--- src/pboi_pkg.sv ---
package pboi_pkg;

   // Field widths of the transactions.
   localparam int POS_W    = 32;
   localparam int LEN_W    = 9;
   localparam int INDEX_W  = 10;
   localparam int WIDTH_W  = 32;
   localparam int BIN_W    = 43;
   localparam int FIRST_W  = 40;
   localparam int COUNT_W  = 32;
   localparam int STEP_W   = LEN_W + 1;
   localparam int PROD_W   = INDEX_W + WIDTH_W;
   localparam int EXT_W    = 64;

   // Reset value of the bin width register.
   localparam logic [WIDTH_W-1:0] BIN_WIDTH_RESET = 32'd50000;

   // Command codes carried in a request transaction.
   localparam logic CMD_RECORD = 1'b0;
   localparam logic CMD_READ   = 1'b1;

   typedef struct packed {
      logic               command;
      logic [POS_W-1:0]   position;
      logic [LEN_W-1:0]   record_length;
      logic [INDEX_W-1:0] bin_index;
   } req_type;

   typedef struct packed {
      logic               bin_occupied;
      logic [BIN_W-1:0]   bin_start;
      logic [BIN_W-1:0]   bin_end;
      logic [FIRST_W-1:0] first_offset;
      logic [COUNT_W-1:0] record_count;
      logic               table_overflow;
   } rsp_type;

   // Commands from the controller to the datapath.
   typedef struct packed {
      logic clear;
      logic load;
      logic div_start;
      logic capture_quot;
      logic mem_read;
      logic rec_update;
      logic rsp_load;
   } cmd_type;

   // Status from the datapath to the controller.
   typedef struct packed {
      logic clear_last;
      logic req_is_read;
      logic div_done;
      logic out_free;
   } status_type;

endpackage

--- src/pboi_ctrl.sv ---
module pboi_ctrl (
   input  logic                 clock,
   input  logic                 reset,
   input  logic                 req_valid,
   output logic                 req_ready,
   input  pboi_pkg::status_type status,
   output pboi_pkg::cmd_type    cmd
);

   localparam logic [2:0] S_CLEAR      = 3'd0;
   localparam logic [2:0] S_IDLE       = 3'd1;
   localparam logic [2:0] S_DIV        = 3'd2;
   localparam logic [2:0] S_REC_FETCH  = 3'd3;
   localparam logic [2:0] S_REC_UPDATE = 3'd4;
   localparam logic [2:0] S_RD_FETCH   = 3'd5;
   localparam logic [2:0] S_RD_DONE    = 3'd6;

   logic [2:0] state_ff, state_in;
   logic       accept;

   assign req_ready = state_ff == S_IDLE;
   assign accept    = req_valid && req_ready;

   // Next state and the commands issued in each state.
   always_comb begin
      state_in         = state_ff;
      cmd              = '0;
      unique case (state_ff)
         S_CLEAR: begin
            cmd.clear = 1'b1;
            if (status.clear_last) begin
               state_in = S_IDLE;
            end
         end
         S_IDLE: begin
            if (accept) begin
               cmd.load = 1'b1;
               if (status.req_is_read) begin
                  state_in = S_RD_FETCH;
               end else begin
                  cmd.div_start = 1'b1;
                  state_in      = S_DIV;
               end
            end
         end
         S_DIV: begin
            if (status.div_done) begin
               cmd.capture_quot = 1'b1;
               state_in         = S_REC_FETCH;
            end
         end
         S_REC_FETCH: begin
            cmd.mem_read = 1'b1;
            state_in     = S_REC_UPDATE;
         end
         S_REC_UPDATE: begin
            cmd.rec_update = 1'b1;
            state_in       = S_IDLE;
         end
         S_RD_FETCH: begin
            cmd.mem_read = 1'b1;
            state_in     = S_RD_DONE;
         end
         S_RD_DONE: begin
            if (status.out_free) begin
               cmd.rsp_load = 1'b1;
               state_in     = S_IDLE;
            end
         end
         default: begin
            state_in = S_CLEAR;
         end
      endcase
   end

   // State register; reset starts the clearing pass.
   always_ff @(posedge clock) begin
      if (reset) begin
         state_ff <= S_CLEAR;
      end else begin
         state_ff <= state_in;
      end
   end

endmodule

--- config.mk ---
export PLATFORM = sky130hd
export DESIGN_NAME = pboi_ctrl
export DESIGN_NICKNAME = d
export VERILOG_FILES = /design/src/pboi_pkg.sv /design/src/pboi_ctrl.sv
export SDC_FILE = /design/constraint.sdc
export NUM_CORES = 1
export LEC_CHECK = 0
export BUFFER_PORTS_ARGS = -buffer_cell sky130_fd_sc_hd__buf_2
export CORE_AREA = 2 2 39 41
export CTS_BUF_LIST = sky130_fd_sc_hd__clkbuf_2
export CTS_CLUSTER_SIZE = 14
export DETAILED_ROUTE_END_ITERATION = 12
export DIE_AREA = 0 0 41 43
export GPL_TIMING_DRIVEN = 0
export PLACE_DENSITY_LB_ADDON = 0.3
export SKIP_LAST_GASP = 1
export SLEW_MARGIN = 30
export SYNTH_ARGS = -nofsm -noshare
export SYNTH_HDL_FRONTEND = slang
export SYNTH_SLANG_ARGS = --single-unit
export TNS_END_PERCENT = 10
--- constraint.sdc ---
create_clock -name clock -period 1.53 [get_ports clock]
set_clock_uncertainty 0.05 [all_clocks]
set_input_delay 0.0765 -clock clock [delete_from_list [all_inputs] [get_ports clock]]
set_output_delay 0.0765 -clock clock [all_outputs]
set_load 0.02 [all_outputs]
==> flow_summary.toml <==
[outcome]
status = "finished clean"

[yosys]
avgSynthCellArea_sq_um = 9.015
synth_warnings = 0
async_reset_ff_frac = 0
synthTopCellsByCount = "3 x dfxtp_1, 3 x nor3b_1"
yosysSeqAreaShare = 0.1708
synth_edf_count = 0
synth.area.top_cells = "dfxtp_1 17%, nand2b_4 7.8%, nor3b_1 6.4%"
synth_nets = 46
synth_top_area_share = 0.1708
synth_top_area_cell = "dfxtp_1"
ys.flop_type = "dfxtp_1"
synth-seq-cells = 3
syn-instance-count = 39
ys_types = 28
syn-cell-area_sq_um = 351.6

[routing]
wirelength_microns = 683
drc = 0
final_antenna_net_count = 0
drtIter0Drc = 6
vias_per_cell = 4.425
drt_pass1_iterations = 2
routedWlPerCell_microns = 9.356
vias = 323

[layout]
drive_above_1_share = 0.5614
area_delta_synth_final_pct = 34.16
largest-register = "state_ff"
n_fill_cell = 159
stdcell_count = 73
top_regs = "state_ff (3)"
largest_register_ffs = 3
finalNetCount = 65
antenna_cells = 0

[timing]
finalHoldViolCount = 0
period_needed_ns = 1.419
rsz0062_at_grt = "no"
setup_tns_ns = 0
slew_headroom = 0.8554
holdWs_ns = 0.03243
tightest_slew_ns = 0.2157
fmaxAchievable_mhz = 704.9
setup_viol = 0
post-route-period-util = 0.9273
drv_slew = 0

[worst_setup_path]
crit_start = "state_ff[0]$_SDFFE_PP0P_"
regToRegSetupSlack_ns = 0.33
crit_arrival_ns = 1.29
worst-r2r-cell-count = 5
crit_fanout = 10
r2r-end = "state_ff[1]$_SDFFE_PP0P_"
reg2reg_from = "state_ff[1]$_SDFFE_PP0P_"
slowest_delay_ns = 0.38
required_ns = 1.40
worstSetupPathType = "flop to output port"
start_kind = "flop"
endpoint_kind = "output port"
crit_chain = "buf_2 -> and3_4 -> nor2b_1 -> buf_4"
slowest_stage = "dfxtp_1"

[pwr]
intPower_uw = 255.0
swShare = 0.3822
seq_power_share = 0.238
ir_drop_v = 0.0002333
leakage_nw = 0.2142
p_comb_frac = 0.506
p_switching_uw = 157.8
power_frac_clock = 0.256
power_per_cell_area_mw_per_mm2 = 875.2

[cts]
cts_tree = "done"
clk_pin_slew_worst_paths_ns = 0.04
clock_latency_ns = 0.20
clk_path_buf_depth = 2
cts_made_buffers = 3
clock_sinks = 3
cts-root-buf = "clkbuf_2"
htree_levels = 1

[worst_hold_path]
holdPathEnd = "state_ff[0]$_SDFFE_PP0P_"
hold_class = "input port to flop"
hold_depth = 2
hp-start = "reset"

[global_routing]
grt_max_degree = 11
grt_pass1_vias = 271
grt_use_total = 0.09009
overflow = 0
grt_pass1_wl_mm = 1.048
antenna_found_initial = 0

[floorplan]
die_y_microns = 43
die_w_microns = 41
rows = 14
ios = 15
die_area_sq_mm = 0.001763
core_sq_mm = 0.001384
start_util = 0.2541

[placement]
dp_hpwl_microns = 559.9
portBuffers = 14
place_congestion = 0.6854
dp.cells = 69

[run]
maxCapViolCount = 0
## layout by cell type, fill, tap and decap left out, drive strengths merged
cell | synthesis | routed
xor2 | 1 | 1
o32a | 1 | 1
clkbuf | 0 | 4
nand2 | 2 | 2
and2b | 1 | 1
mux2i | 1 | 1
or2 | 1 | 1
or2b | 1 | 1
nor2 | 3 | 3
o22ai | 1 | 1
nand2b | 4 | 4
nor3b | 3 | 3
a31oi | 1 | 1
nor3 | 2 | 2
o21ai | 2 | 2
and3 | 1 | 1
a21oi | 3 | 3
dfxtp | 3 | 3
nor2b | 1 | 1
and2 | 2 | 2
a311oi | 1 | 1
buf | 3 | 17
inv | 1 | 1
## cell type report
class | instances | area [sq um] | area share
buffer | 3 | 27.53 | 0.05836
clock buffer | 4 | 20.02 | 0.04244
inverter | 1 | 3.754 | 0.007958
multi-input combinational | 32 | 266.5 | 0.5650
sequential | 3 | 61.31 | 0.1300
tap | 16 | 20.02 | 0.04244
timing repair buffer | 14 | 72.57 | 0.1538
## per-layer routing
metal / routed length, microns / share of wire / global-route usage / up-vias
met2: 303 / 0.44 / 0.1156 / 8
met4: 0 / 0 / 0.04000 / 0
met3: 29 / 0.042 / 0.04712 / 0
met1: 350 / 0.51 / 0.1210 / 142
met5: 0 / 0 / 0 / -
li1: - / - / - / 173
## power groups by stage
stage          sequential, mW  clock (mW)  combinational [mW]
2_1_floorplan          0.0969           0               0.163
3_3_place_gp           0.0987           0               0.208
3_5_place_dp           0.0990           0               0.207
4_1_cts                0.0979       0.115               0.209
5_1_grt                0.0991       0.122               0.226
6_report               0.0983       0.106               0.209
## through the flow
stage	total power, mW	area [sq um]	setup WS (ns)	utilization
2_1_floorplan	0.2597	351.6	0.1796	-
3_3_place_gp	0.3072	441.7	0.1994	0.3192
3_5_place_dp	0.3064	441.7	0.2076	0.3192
4_1_cts	0.4218	464.2	0.02257	0.3354
5_1_grt	0.4472	471.7	0.009845	0.3409
6_report	0.4128	471.7	0.1113	0.3409
## repair_timing
action                                  4_1_cts  5_1_grt
gates resized for setup                       1        3
setup buffers                                 0        0
hold buffers                                  0        0
endpoints found under the setup margin        1        1
## worst max path at each step
| stage | end | slack (ns) | cells past startpoint |
|---|---|---|---|
| floorplan | cmd[4] | 0.18 | 4 |
| global placement | cmd[4] | 0.20 | 5 |
| detailed placement | cmd[4] | 0.21 | 5 |
| CTS | cmd[4] | 0.02 | 5 |
| global route | cmd[4] | 0.01 | 4 |
| finish | cmd[4] | 0.11 | 4 |
## logic make-up (layout without fill, tap and decap cells)
family                 count (synthesis)  count (layout)  synth area share
AO/OA/AOI/OAI                          9               9            0.2776
buffers and inverters                  4              22           0.07116
multiplexers                           1               1           0.02847
AND/OR/NAND/NOR                       21              21            0.4271
XOR/XNOR                               1               1           0.02492
flip-flops                             3               3            0.1708
## worst max-delay path: cells and delay by family, from the launching register on
family	cells	cell delay (ns)
DFF	1	0.38
buffers and inverters	2	0.39
and+or+nand+nor	2	0.32
Power figures use the tool's default switching activity.
